==> src/design/layer_priority_mixer_assert.svh <==
// ---------------------------------------------------------------------------
// Layer priority mixer assertion macros
// Shared property forms for the mixer's concurrent checks, clocked on clk
// and held off while rst_n is low.
// ---------------------------------------------------------------------------
`ifndef LAYER_PRIORITY_MIXER_ASSERT_SVH
`define LAYER_PRIORITY_MIXER_ASSERT_SVH

// Same-cycle implication.
`define LPM_ASSERT_NOW(label, ante, cons, msg) \
  label: assert property (@(posedge clk) disable iff (!rst_n) (ante) |-> (cons)) \
    else $error(msg);

// Next-cycle implication.
`define LPM_ASSERT_NEXT(label, ante, cons, msg) \
  label: assert property (@(posedge clk) disable iff (!rst_n) (ante) |=> (cons)) \
    else $error(msg);

`endif

==> src/design/lpm_pkg.sv <==
// ---------------------------------------------------------------------------
// Layer priority mixer package
// Shared widths, codes, register indexes and the queue entry type.
// ---------------------------------------------------------------------------
package lpm_pkg;

  localparam int IDX_W      = 6;
  localparam int COLOR_W    = 9;
  localparam int MODE_W     = 2;
  localparam int CRAM_DEPTH = 64;
  localparam int IN_DATA_W  = 40;
  localparam int OUT_DATA_W = 16;
  localparam int CFG_ADDR_W = 4;
  localparam int CFG_DATA_W = 32;

  localparam int LPM_QUEUE_DEPTH = 4;

  typedef enum logic {
    CMD_MIX   = 1'b0,
    CMD_WRITE = 1'b1
  } cmd_t;

  typedef enum logic [1:0] {
    REG_DISPLAY_ENABLE = 2'd0,
    REG_SH_ENABLE      = 2'd1,
    REG_BACKDROP_INDEX = 2'd2
  } reg_idx_t;

  localparam logic [MODE_W-1:0] SHADE_SHADOW    = 2'd0;
  localparam logic [MODE_W-1:0] SHADE_NORMAL    = 2'd1;
  localparam logic [MODE_W-1:0] SHADE_HIGHLIGHT = 2'd2;

  // Sprite indices with special meaning.
  localparam logic [IDX_W-1:0] SPR_FORCE_NORMAL_0 = 6'h0e;
  localparam logic [IDX_W-1:0] SPR_FORCE_NORMAL_1 = 6'h1e;
  localparam logic [IDX_W-1:0] SPR_FORCE_NORMAL_2 = 6'h2e;
  localparam logic [IDX_W-1:0] SPR_HIGHLIGHT      = 6'h3e;
  localparam logic [IDX_W-1:0] SPR_SHADOW         = 6'h3f;

  typedef struct packed {
    logic             display_enable;
    logic             sh_enable;
    logic [IDX_W-1:0] backdrop_index;
  } cfg_t;

  // One classified beat: a color RAM write or a resolved pixel lookup.
  typedef struct packed {
    cmd_t               cmd;
    logic [IDX_W-1:0]   idx;
    logic [COLOR_W-1:0] data;
    logic [MODE_W-1:0]  mode;
    logic               blank;
  } q_entry_t;

  typedef struct packed {
    logic full;
    logic empty;
  } q_status_t;

endpackage

==> src/design/lpm_front.sv <==
// ---------------------------------------------------------------------------
// Layer priority mixer front end
// Unpacks an input beat and resolves layer priority, special sprite indices
// and the shade mode into one queue entry.
// ---------------------------------------------------------------------------
module lpm_front (
  input  logic [lpm_pkg::IN_DATA_W-1:0] in_tdata,
  input  logic                          in_tuser,
  input  lpm_pkg::cfg_t                 cfg,
  output lpm_pkg::q_entry_t             entry
);
  import lpm_pkg::*;

  logic [IDX_W-1:0]   ac;
  logic               ap;
  logic [IDX_W-1:0]   bc;
  logic               bp;
  logic [IDX_W-1:0]   sc;
  logic               sp;
  logic               active;
  logic [IDX_W-1:0]   ram_index;
  logic [COLOR_W-1:0] ram_data;
  logic               a_up;
  logic               b_up;
  logic               s_up;
  logic [IDX_W-1:0]   bg;
  logic [IDX_W-1:0]   fg;
  logic [MODE_W-1:0]  mode;
  logic               base;

  assign ac        = in_tdata[5:0];
  assign ap        = in_tdata[6];
  assign bc        = in_tdata[12:7];
  assign bp        = in_tdata[13];
  assign sc        = in_tdata[19:14];
  assign sp        = in_tdata[20];
  assign active    = in_tdata[21];
  assign ram_index = in_tdata[27:22];
  assign ram_data  = in_tdata[36:28];

  assign a_up = ap && (ac != '0);
  assign b_up = bp && (bc != '0);
  assign s_up = sp && (sc != '0);
  assign base = ap | bp;

  always_comb begin
    if (a_up || ((ac != '0) && !b_up)) begin
      bg = ac;
    end else if (bc != '0) begin
      bg = bc;
    end else begin
      bg = cfg.backdrop_index;
    end

    mode = {1'b0, base};
    fg   = bg;
    if (s_up || ((sc != '0) && !b_up && !a_up)) begin
      fg = sc;
      case (sc) inside
        SPR_FORCE_NORMAL_0, SPR_FORCE_NORMAL_1, SPR_FORCE_NORMAL_2: begin
          mode = SHADE_NORMAL;
        end
        SPR_HIGHLIGHT: begin
          mode = {1'b0, base} + 2'd1;
          fg   = bg;
        end
        SPR_SHADOW: begin
          mode = SHADE_SHADOW;
          fg   = bg;
        end
        default: begin
          mode = {1'b0, base | sp};
        end
      endcase
    end

    if (!cfg.sh_enable) begin
      mode = SHADE_NORMAL;
    end

    entry.cmd   = cmd_t'(in_tuser);
    entry.blank = !cfg.display_enable || !active;
    if (entry.cmd == CMD_WRITE) begin
      entry.idx  = ram_index;
      entry.data = ram_data;
      entry.mode = mode;
    end else begin
      entry.idx  = fg;
      entry.data = ram_data;
      entry.mode = entry.blank ? SHADE_SHADOW : mode;
    end
  end

endmodule

==> src/design/lpm_queue.sv <==
// ---------------------------------------------------------------------------
// Layer priority mixer queue
// Short FIFO of classified entries between the front end and the back end.
// ---------------------------------------------------------------------------
module lpm_queue #(
  parameter int Depth = lpm_pkg::LPM_QUEUE_DEPTH
) (
  input  logic                clk,
  input  logic                rst_n,
  input  logic                push,
  input  lpm_pkg::q_entry_t   push_data,
  input  logic                pop,
  output lpm_pkg::q_entry_t   pop_data,
  output lpm_pkg::q_status_t  status
);
  import lpm_pkg::*;

  localparam int PtrW = (Depth > 1) ? $clog2(Depth) : 1;
  localparam int CntW = $clog2(Depth + 1);

  q_entry_t          q_mem_r [Depth];
  logic [PtrW-1:0]   wr_ptr_r, wr_ptr_nxt;
  logic [PtrW-1:0]   rd_ptr_r, rd_ptr_nxt;
  logic [CntW-1:0]   count_r, count_nxt;
  logic              do_push;
  logic              do_pop;

  assign status.full  = (count_r == CntW'(Depth));
  assign status.empty = (count_r == '0);
  assign do_push      = push && !status.full;
  assign do_pop       = pop && !status.empty;
  assign pop_data     = q_mem_r[rd_ptr_r];

  always_comb begin
    wr_ptr_nxt = wr_ptr_r;
    rd_ptr_nxt = rd_ptr_r;
    count_nxt  = count_r;
    if (do_push) begin
      wr_ptr_nxt = (wr_ptr_r == PtrW'(Depth - 1)) ? '0 : wr_ptr_r + 1'b1;
    end
    if (do_pop) begin
      rd_ptr_nxt = (rd_ptr_r == PtrW'(Depth - 1)) ? '0 : rd_ptr_r + 1'b1;
    end
    if (do_push && !do_pop) begin
      count_nxt = count_r + 1'b1;
    end else if (do_pop && !do_push) begin
      count_nxt = count_r - 1'b1;
    end
  end

  always_ff @(posedge clk) begin
    if (!rst_n) begin
      wr_ptr_r <= '0;
      rd_ptr_r <= '0;
      count_r  <= '0;
    end else begin
      wr_ptr_r <= wr_ptr_nxt;
      rd_ptr_r <= rd_ptr_nxt;
      count_r  <= count_nxt;
    end
  end

  always_ff @(posedge clk) begin
    if (do_push) begin
      q_mem_r[wr_ptr_r] <= push_data;
    end
  end

endmodule

==> src/design/lpm_back.sv <==
// ---------------------------------------------------------------------------
// Layer priority mixer back end
// Executes queue entries against the color RAM and holds the result beat.
// ---------------------------------------------------------------------------
module lpm_back (
  input  logic                            clk,
  input  logic                            rst_n,
  input  lpm_pkg::q_entry_t               entry,
  input  logic                            entry_valid,
  output logic                            pop,
  output logic                            out_tvalid,
  input  logic                            out_tready,
  output logic [lpm_pkg::OUT_DATA_W-1:0]  out_tdata
);
  import lpm_pkg::*;

  logic [COLOR_W-1:0]    cram [CRAM_DEPTH];
  logic [CRAM_DEPTH-1:0] cram_vld_r;
  logic [COLOR_W-1:0]    rd_data_r;
  logic                  rd_vld_r;
  logic                  s1_valid_r, s1_valid_nxt;
  logic [MODE_W-1:0]     s1_mode_r;
  logic                  s1_blank_r;
  logic                  is_write;
  logic                  pop_wr;
  logic                  pop_rd;
  logic [COLOR_W-1:0]    color;

  assign is_write = (entry.cmd == CMD_WRITE);
  // A write never occupies the result stage, so it drains even under a stall.
  assign pop_wr   = entry_valid && is_write;
  assign pop_rd   = entry_valid && !is_write && (!s1_valid_r || out_tready);
  assign pop      = pop_wr || pop_rd;

  always_comb begin
    s1_valid_nxt = s1_valid_r;
    if (pop_rd) begin
      s1_valid_nxt = 1'b1;
    end else if (out_tready) begin
      s1_valid_nxt = 1'b0;
    end
  end

  always_ff @(posedge clk) begin
    if (!rst_n) begin
      s1_valid_r <= 1'b0;
      cram_vld_r <= '0;
    end else begin
      s1_valid_r <= s1_valid_nxt;
      if (pop_wr) begin
        cram_vld_r[entry.idx] <= 1'b1;
      end
    end
  end

  always_ff @(posedge clk) begin
    if (pop_wr) begin
      cram[entry.idx] <= entry.data;
    end
  end

  always_ff @(posedge clk) begin
    if (pop_rd) begin
      rd_data_r  <= cram[entry.idx];
      rd_vld_r   <= cram_vld_r[entry.idx];
      s1_mode_r  <= entry.mode;
      s1_blank_r <= entry.blank;
    end
  end

  // Entries never written since reset read as zero.
  assign color      = (s1_blank_r || !rd_vld_r) ? '0 : rd_data_r;
  assign out_tvalid = s1_valid_r;
  assign out_tdata  = {{(OUT_DATA_W - COLOR_W - MODE_W){1'b0}}, color, s1_mode_r};

endmodule

==> src/design/layer_priority_mixer.sv <==
// ---------------------------------------------------------------------------
// Layer priority mixer
// Per-dot layer priority mixer with shadow/highlight and color RAM lookup.
//
// Input channel in_*: one beat per dot. in_tuser selects a pixel mix (0) or a
// color RAM word write (1). A mix beat gives one result beat on out_*; a
// write beat gives none. Results leave in the order their beats came in.
// A mix beat enters the entry queue when accepted, and the color RAM read
// then registers its result, which drives out_tvalid. Throughput is one beat
// per cycle on both sides while out_tready stays high; the back end retires
// one queue entry, a color RAM write or a read, per cycle and sets that rate.
// When out_tready is low the result beat holds, the four-entry queue fills
// and in_tready drops once it is full; write beats still drain behind a held
// result. Reset clears the queue, the result stage, the registers and the
// per-entry valid bits of the color RAM, so unwritten entries read as zero
// and no clearing pass is needed. Registers sit on the APB port cfg_*:
// display_enable at 0x0, shadow_highlight_enable at 0x4, backdrop_index at
// 0x8; write them only while the block is idle.
// ---------------------------------------------------------------------------
module layer_priority_mixer #(
  parameter int QueueDepth = lpm_pkg::LPM_QUEUE_DEPTH
) (
  input  logic                            clk,
  input  logic                            rst_n,
  input  logic                            in_tvalid,
  output logic                            in_tready,
  // [5:0] plane_a_color, [6] plane_a_priority, [12:7] plane_b_color,
  // [13] plane_b_priority, [19:14] sprite_color, [20] sprite_priority,
  // [21] active_line, [27:22] ram_index, [36:28] ram_data, [39:37] zero
  input  logic [lpm_pkg::IN_DATA_W-1:0]   in_tdata,
  // [0] cmd
  input  logic                            in_tuser,
  output logic                            out_tvalid,
  input  logic                            out_tready,
  // [1:0] shade_mode, [10:2] rgb_color, [15:11] zero
  output logic [lpm_pkg::OUT_DATA_W-1:0]  out_tdata,
  input  logic                            cfg_psel,
  input  logic                            cfg_penable,
  input  logic                            cfg_pwrite,
  input  logic [lpm_pkg::CFG_ADDR_W-1:0]  cfg_paddr,
  input  logic [lpm_pkg::CFG_DATA_W-1:0]  cfg_pwdata,
  output logic [lpm_pkg::CFG_DATA_W-1:0]  cfg_prdata,
  output logic                            cfg_pready
);
  import lpm_pkg::*;

  `include "layer_priority_mixer_assert.svh"

  logic              de_r;
  logic              she_r;
  logic [IDX_W-1:0]  bd_r;
  logic              cfg_wr;
  reg_idx_t          cfg_idx;
  cfg_t              cfg;
  q_entry_t          front_entry;
  q_entry_t          back_entry;
  q_status_t         q_status;
  logic              q_pop;
  logic              in_fire;
  logic              q_idle;
  logic [MODE_W-1:0] out_mode;

  assign cfg_pready = 1'b1;
  assign cfg_wr     = cfg_psel && cfg_penable && cfg_pwrite && cfg_pready;
  assign cfg_idx    = reg_idx_t'(cfg_paddr[3:2]);

  always_ff @(posedge clk) begin
    if (!rst_n) begin
      de_r  <= 1'b0;
      she_r <= 1'b0;
      bd_r  <= '0;
    end else if (cfg_wr) begin
      unique case (cfg_idx)
        REG_DISPLAY_ENABLE: de_r  <= cfg_pwdata[0];
        REG_SH_ENABLE:      she_r <= cfg_pwdata[0];
        REG_BACKDROP_INDEX: bd_r  <= cfg_pwdata[IDX_W-1:0];
        default: ;
      endcase
    end
  end

  always_comb begin
    unique case (cfg_idx)
      REG_DISPLAY_ENABLE: cfg_prdata = {{(CFG_DATA_W - 1){1'b0}}, de_r};
      REG_SH_ENABLE:      cfg_prdata = {{(CFG_DATA_W - 1){1'b0}}, she_r};
      REG_BACKDROP_INDEX: cfg_prdata = {{(CFG_DATA_W - IDX_W){1'b0}}, bd_r};
      default:            cfg_prdata = '0;
    endcase
  end

  assign cfg.display_enable = de_r;
  assign cfg.sh_enable      = she_r;
  assign cfg.backdrop_index = bd_r;

  assign in_tready = !q_status.full;
  assign in_fire   = in_tvalid && in_tready;
  assign q_idle    = q_status.empty && !in_fire;
  assign out_mode  = out_tdata[1:0];

  lpm_front u_front (
    .in_tdata (in_tdata),
    .in_tuser (in_tuser),
    .cfg      (cfg),
    .entry    (front_entry)
  );

  lpm_queue #(
    .Depth (QueueDepth)
  ) u_queue (
    .clk       (clk),
    .rst_n     (rst_n),
    .push      (in_fire),
    .push_data (front_entry),
    .pop       (q_pop),
    .pop_data  (back_entry),
    .status    (q_status)
  );

  lpm_back u_back (
    .clk         (clk),
    .rst_n       (rst_n),
    .entry       (back_entry),
    .entry_valid (!q_status.empty),
    .pop         (q_pop),
    .out_tvalid  (out_tvalid),
    .out_tready  (out_tready),
    .out_tdata   (out_tdata)
  );

  `LPM_ASSERT_NOW(a_q_full_empty, q_status.full, !q_status.empty, "queue full and empty at once")
  `LPM_ASSERT_NOW(a_shade_range, out_tvalid, out_mode != 2'b11, "shade mode out of range")
  `LPM_ASSERT_NOW(a_sh_off, out_tvalid && !she_r, out_mode != SHADE_HIGHLIGHT, "bad highlight")
  `LPM_ASSERT_NEXT(a_no_pop_empty, q_idle, !out_tvalid || $stable(out_tdata), "result moved")

endmodule

==> config.mk <==
export PLATFORM = sky130hd
export DESIGN_NAME = layer_priority_mixer
export DESIGN_NICKNAME = d
export VERILOG_FILES = /design/src/design/lpm_pkg.sv /design/src/design/lpm_front.sv /design/src/design/lpm_queue.sv /design/src/design/lpm_back.sv /design/src/design/layer_priority_mixer.sv
export VERILOG_INCLUDE_DIRS = /design/src /design/src/design
export SDC_FILE = /design/constraint.sdc
export NUM_CORES = 1
export LEC_CHECK = 0
export ABC_AREA = 1
export CAP_MARGIN = 30
export CORE_ASPECT_RATIO = 1.1
export CORE_MARGIN = 2
export CORE_UTILIZATION = 57
export DETAILED_ROUTE_END_ITERATION = 6
export DONT_BUFFER_PORTS = 1
export GPL_TIMING_DRIVEN = 0
export PLACE_DENSITY = 0.81
export SLEW_MARGIN = 20
export SYNTH_ARGS = -nofsm -noshare
export SYNTH_HDL_FRONTEND = slang
export SYNTH_SLANG_ARGS = --single-unit
export TNS_END_PERCENT = 5
==> constraint.sdc <==
create_clock -name clk -period 4.6 [get_ports clk]
set_input_delay 0.92 -clock clk [delete_from_list [all_inputs] [get_ports clk]]
set_output_delay 0.92 -clock clk [all_outputs]
set_load 0.01 [all_outputs]
# Word level (Yosys, flattened, before mapping)

Memory sizes are Yosys's and may differ from the RTL's. A register that Yosys moved wholly into a read port is not among the register bits.
Cells that the tools add are included.

Add/sub/neg operators: 5
Order comparisons: 2
Equality and inequality tests: 10
Multiplexer cells: 31
Bitwise gates (word level): 3
Reduce and logical (&&, ||, !) cells: 45

Operator list:

| kind                                                                   | number |
|---|---|
| 64-bit OR                                                              | 1 |
| 6-bit 2-to-1 mux                                                       | 6 |
| 6-bit equality test (second input constant)                            | 3 |
| 2-bit 2-to-1 mux                                                       | 9 |
| 6-bit one-hot mux with 3 select lines                                  | 1 |
| 6-bit nonzero test                                                     | 3 |
| 1-bit logical AND                                                      | 17 |
| 17-bit 2-to-1 mux                                                      | 1 |
| 1-bit zero test                                                        | 11 |
| 1-bit 2-to-1 mux                                                       | 9 |
| 9-bit 2-to-1 mux                                                       | 1 |
| 6-bit by 7-bit < comparator with 1-bit output (second input constant)  | 1 |
| 1-bit binary-select mux with 6-bit select                              | 1 |
| 1-bit demux with 6-bit select                                          | 1 |
| 2-bit equality test (second input constant)                            | 3 |
| 6-bit by 4-bit equality test with 1-bit output (second input constant) | 1 |
| 6-bit by 5-bit equality test with 1-bit output (second input constant) | 1 |
| 6-bit by 1-bit >= comparator with 1-bit output (second input constant) | 1 |
| 1-bit logical OR                                                       | 6 |
| 3-bit 2-to-1 mux                                                       | 2 |
| 2-bit AND reduction                                                    | 3 |
| 2-bit by 1-bit adder with 2-bit output (second input constant)         | 2 |
| 2-bit nonzero test                                                     | 2 |
| 3-bit by 1-bit adder with 3-bit output (second input constant)         | 1 |
| other kinds (8)                                                        | 9 |

Register bits: 84
Memory bits (writable): 652
Bits of input ports: 84
Output and inout port bits: 51
Word-level logic and storage cells: 109
Memories: 2

Memories:

| memory          | words | bits a word | rd ports | clocked after memory_dff | wr ports | RTL line        | RTL |
|---|---|---|---|---|---|---|---|
| u_back.cram     | 64    | 9           | 1        | 1                        | 1        | lpm_back.sv:17  | `logic [COLOR_W-1:0] cram [CRAM_DEPTH];` |
| u_queue.q_mem_r | 4     | 19          | 1        | 1                        | 1        | lpm_queue.sv:21 | `q_entry_t q_mem_r [Depth];` |

# Logic depth before layout (Yosys ltp)

Depth after elaboration: 11
Depth in mapped cells: 15
Depth with buffers taken out: 14

# By module

Synthesis repeated with hierarchy kept, for this count alone.

Cell total of the unflattened synthesis: 3350
Area total of the unflattened synthesis: 32434.9 um^2

Modules (own cells, without submodules):

| module               | instances | cells each | area each (um^2) | seq. area each (um^2) |
|---|---|---|---|---|
| lpm_back             | 1         | 2875       | 27730.3          | 18988.2 |
| lpm_queue            | 1         | 254        | 3370.7           | 2462.4 |
| layer_priority_mixer | 1         | 105        | 666.9            | 160.2 |
| lpm_front            | 1         | 116        | 666.9            | 0.0 |

# Worst setup path after synthesis

OpenSTA, ideal clock, no wires.

Kind: input-to-reg
Start: in out_tready
End: reg u_queue.count_r[1]
Library setup time: 0.120 ns
Arrival time: 3.341 ns
Required time: 4.480 ns
Setup slack: 1.139 ns
Stages: 8
Path buffers: 0
Path through: nor2_1 a211oi_1 nor2_1 ha_1 inv_1 fa_1 o21ai_0 a21oi_1

Word-level cells in the longest chain between the ends: 7
Elaborated cells on any way between the ends: 9
Those cells by class: mux: 1; reduce/logical: 8

Ends and longest elaborated chain:

| element                        | RTL line                   | RTL |
|---|---|---|
| start: declaration             | layer_priority_mixer.sv:34 | `input logic out_tready,` |
| 1-bit logical OR               | lpm_back.sv:32             | `assign pop_rd = entry_valid && !is_write && (!s1_valid_r \|\| out_tready);` |
| 1-bit logical AND              | lpm_back.sv:32             |  |
| named net u_back.pop_rd        | lpm_back.sv:26             | `logic pop_rd;` |
| 1-bit logical OR               | lpm_back.sv:33             | `assign pop = pop_wr \|\| pop_rd;` |
| 1-bit logical AND              | lpm_queue.sv:31            | `assign do_pop = pop && !status.empty;` |
| 1-bit zero test                | lpm_queue.sv:44            | `if (do_push && !do_pop) begin` |
| 1-bit logical AND              | lpm_queue.sv:44            |  |
| 3-bit 2-to-1 mux               | lpm_queue.sv:44            |  |
| named net u_queue.count_nxt[1] | lpm_queue.sv:24            | `logic [CntW-1:0] count_r, count_nxt;` |
| end signal: assignment         | lpm_queue.sv:59            | `count_r <= count_nxt;` |
| end: declaration               | lpm_queue.sv:24            |  |

The timed path passes the listed nets, and every way through them passes these cells.
A chain may end at the register's enable or synchronous reset.

==> results.txt <==
Status: complete, no violations
Relative slew slack: 0.377
Standard-cell row count: 92
CTS tree: built
Crit-path max FO: 10
FMAX: 283 MHz
Wirelength per Cell: 21.8 µm
Tot Pwr: 24.8 mW
Nature of the critical path endpoint: register
Clock skew: 28.3 ps
Grt ovf: 0
Count leader, synth: nand2_1
Top cells by instance count after synthesis: nand2_1 (788), edfxtp_1 (665), inv_1 (538)
Post-CTS Resized: 0
Worst Path Arrival: 3890 ps
Vias in the first global route: 23,300
Hold Vio Cnt, Final: 0
Clock transition at the registers of the reported paths: 60 ps
Starting Density: 0.574
Share of the synthesized area in the top cell type: 0.609
Vias per Instance: 5.80
Via count: 24,100
Setup WS pre-CTS: 1390 ps
IO Pins: 135
Die Width: 233 µm
Syn avg cell area: 10.2 µm²
Synth Warn #: 0
RSZ-0062 raised after global routing: no
Setup crit start kind: register
CP Data Required Time: 4960 ps
First-pass GRT wire length: 134,000 µm
Leakage: 15.7 nW
Iteration-0 DRC Markers: 3,475
H-tree level count: 3
Seq/Total Area, Yosys: 0.659
Cell taking the most area after synthesis: edfxtp_1
Largest net degree at the start of global routing: 31
Post-synth top flop: edfxtp_1
Critical path type: register to register
# hold bufs at CTS: 0
Sink Count: 747
Peak supply drop: 447 µV
Longest Clk Path Bufs: 3
Routability Congestion: 1.02
DRC viols: 0
DRT Pass-1 Iters: 7
Max-Cap Viols: 0
Power Dens Cells: 670 mW/mm²
Final min period: 3530 ps
Die Footprint: 0.0594 mm²
Num CTS Buffers: 72
PortBufs: 0
Post-Syn Area: 0.0328 mm²
CTS root buf: clkbuf_16
Initial antenna violation count: 1
Netlist cell types: 37
Ys async rst share: 0
Antenna viol nets, final: 0
Die Y: 255 µm
N_diodes: 0
# nets final: 3,445
Core area: 0.0571 mm²
DPL Wire Length: 62,000 µm
Synth Instances: 3,222
Final core occ: 0.649
Synth area leaders: edfxtp_1 (61%), nand2_1 (9.0%), inv_1 (6.2%), dfxtp_1 (5.0%), nand3_1 (4.7%)
Post-synth EDFFs: 665
Layout cells sized above 1: 0.0912
Post-CTS setup buffer count: 0
Total wire length: 90,800 µm
Flops & latches, synth: 747
Synthesis-to-layout area growth: 13.1%
Clock Latency Late Sink: 630 ps
Slew Limit Fails: 0
Final worst-path cycle share: 0.768
WHS: 386 ps
Final Setup Violations: 0
Final setup margin: 1070 ps
All-Layer GR Usage: 0.304
Worst-Margin Slew: 934 ps
Hold Path Class: input port to register
[area by class of cell]
type                            count  area, µm²
Multi-Input combinational cell   1774       8380
Clock inverter                     32        384
Buffer                            182        975
Clock buffer                       97       2050
Fill cell                        4110      20000
Inverter                          549       2060
Timing Repair Buffer               28        668
Sequential cell                   747      21600
Tap cell                          752        941
[flip-flops by register name (all words and copies together) (netlist names), named ones only]
name,flops
u_back.out_tvalid,1
u_back.rd_data_r,9
u_back.cram,576
u_queue.rd_ptr_r,2
u_back.s1_blank_r,1
u_back.rd_vld_r,1
u_back.s1_mode_r,2
u_queue.count_r,3
u_queue.q_mem_r,76
she_r,1
u_back.cram_vld_r,64
bd_r,6
u_queue.wr_ptr_r,2
de_r,1
[layout by cell type (no fill, tap or decap), types with 10 or more instances in the layout]
cell / instances
clkbuf_16: 77
nand4_1: 11
or2_2: 10
nor2_4: 11
buf_2: 71
buf_4: 42
nand3b_1: 153
clkinv_1: 10
buf_16: 21
inv_2: 10
clkinv_2: 10
buf_6: 10
conb_1: 32
edfxtp_1: 665
o21ai_1: 47
inv_1: 538
dfxtp_1: 82
a21oi_1: 78
nand2_1: 788
clkbuf_1: 73
nor2_1: 198
o21ai_0: 86
nand3_1: 308
[path summary, 6_finish.rpt]
kind	slack, ps	cells past startpoint	start	endpoint
setup reg to reg	1070	12	register	u_back.rd_data_r[0]$_DFFE_PP_
hold / removal	390	0	in_tuser	u_queue.q_mem_r[1][18]$_DFFE_PP_
setup / recovery	1070	12	register	u_back.rd_data_r[0]$_DFFE_PP_
hold reg to reg	460	2	u_back.cram_vld_r[63]$_SDFFE_PN0P_	u_back.cram_vld_r[63]$_SDFFE_PN0P_
[where the power goes]
group,switching (mW),internal (mW),leakage (nW)
Sequential,0.113,8.71,6.67
Clock,2.53,3.64,1.20
Combinational,7.26,2.58,7.82
[kinds of logic after synthesis]
family,synth area share
buffers and inverters,0.0927
and+or+nand+nor,0.208
other,0.000229
DFF,0.659
adders and majority gates,0.00290
AOI/OAI and AO/OA,0.0367
[worst max-delay path, stage by stage, from the launching register on]
cell      delay [ps]
dfxtp_1          460
nand2_1          100
nand3_2          280
nand2_2          230
inv_2            280
clkbuf_1         610
nand2_1          140
nand3_1          130
nand2_1          110
o21ai_0          490
nand2_1          100
nor2_1           240
nand2_1           80
[metal layers]
metal,GRT usage,part of all wire
met4,0.212,0.078
met5,0.00164,0
met2,0.474,0.46
met1,0.370,0.34
met3,0.0757,0.12
[per-stage QoR]
stage	TNS, ps	instances	area, µm²
2_1_floorplan	0	3252	32900
3_3_place_gp	-1183830	4004	33800
3_5_place_dp	0	4032	34600
4_1_cts	0	4161	37100
5_1_grt	0	4161	37100
6_report	0	4161	37100
No activity file was read; power rests on OpenSTA's default activity.
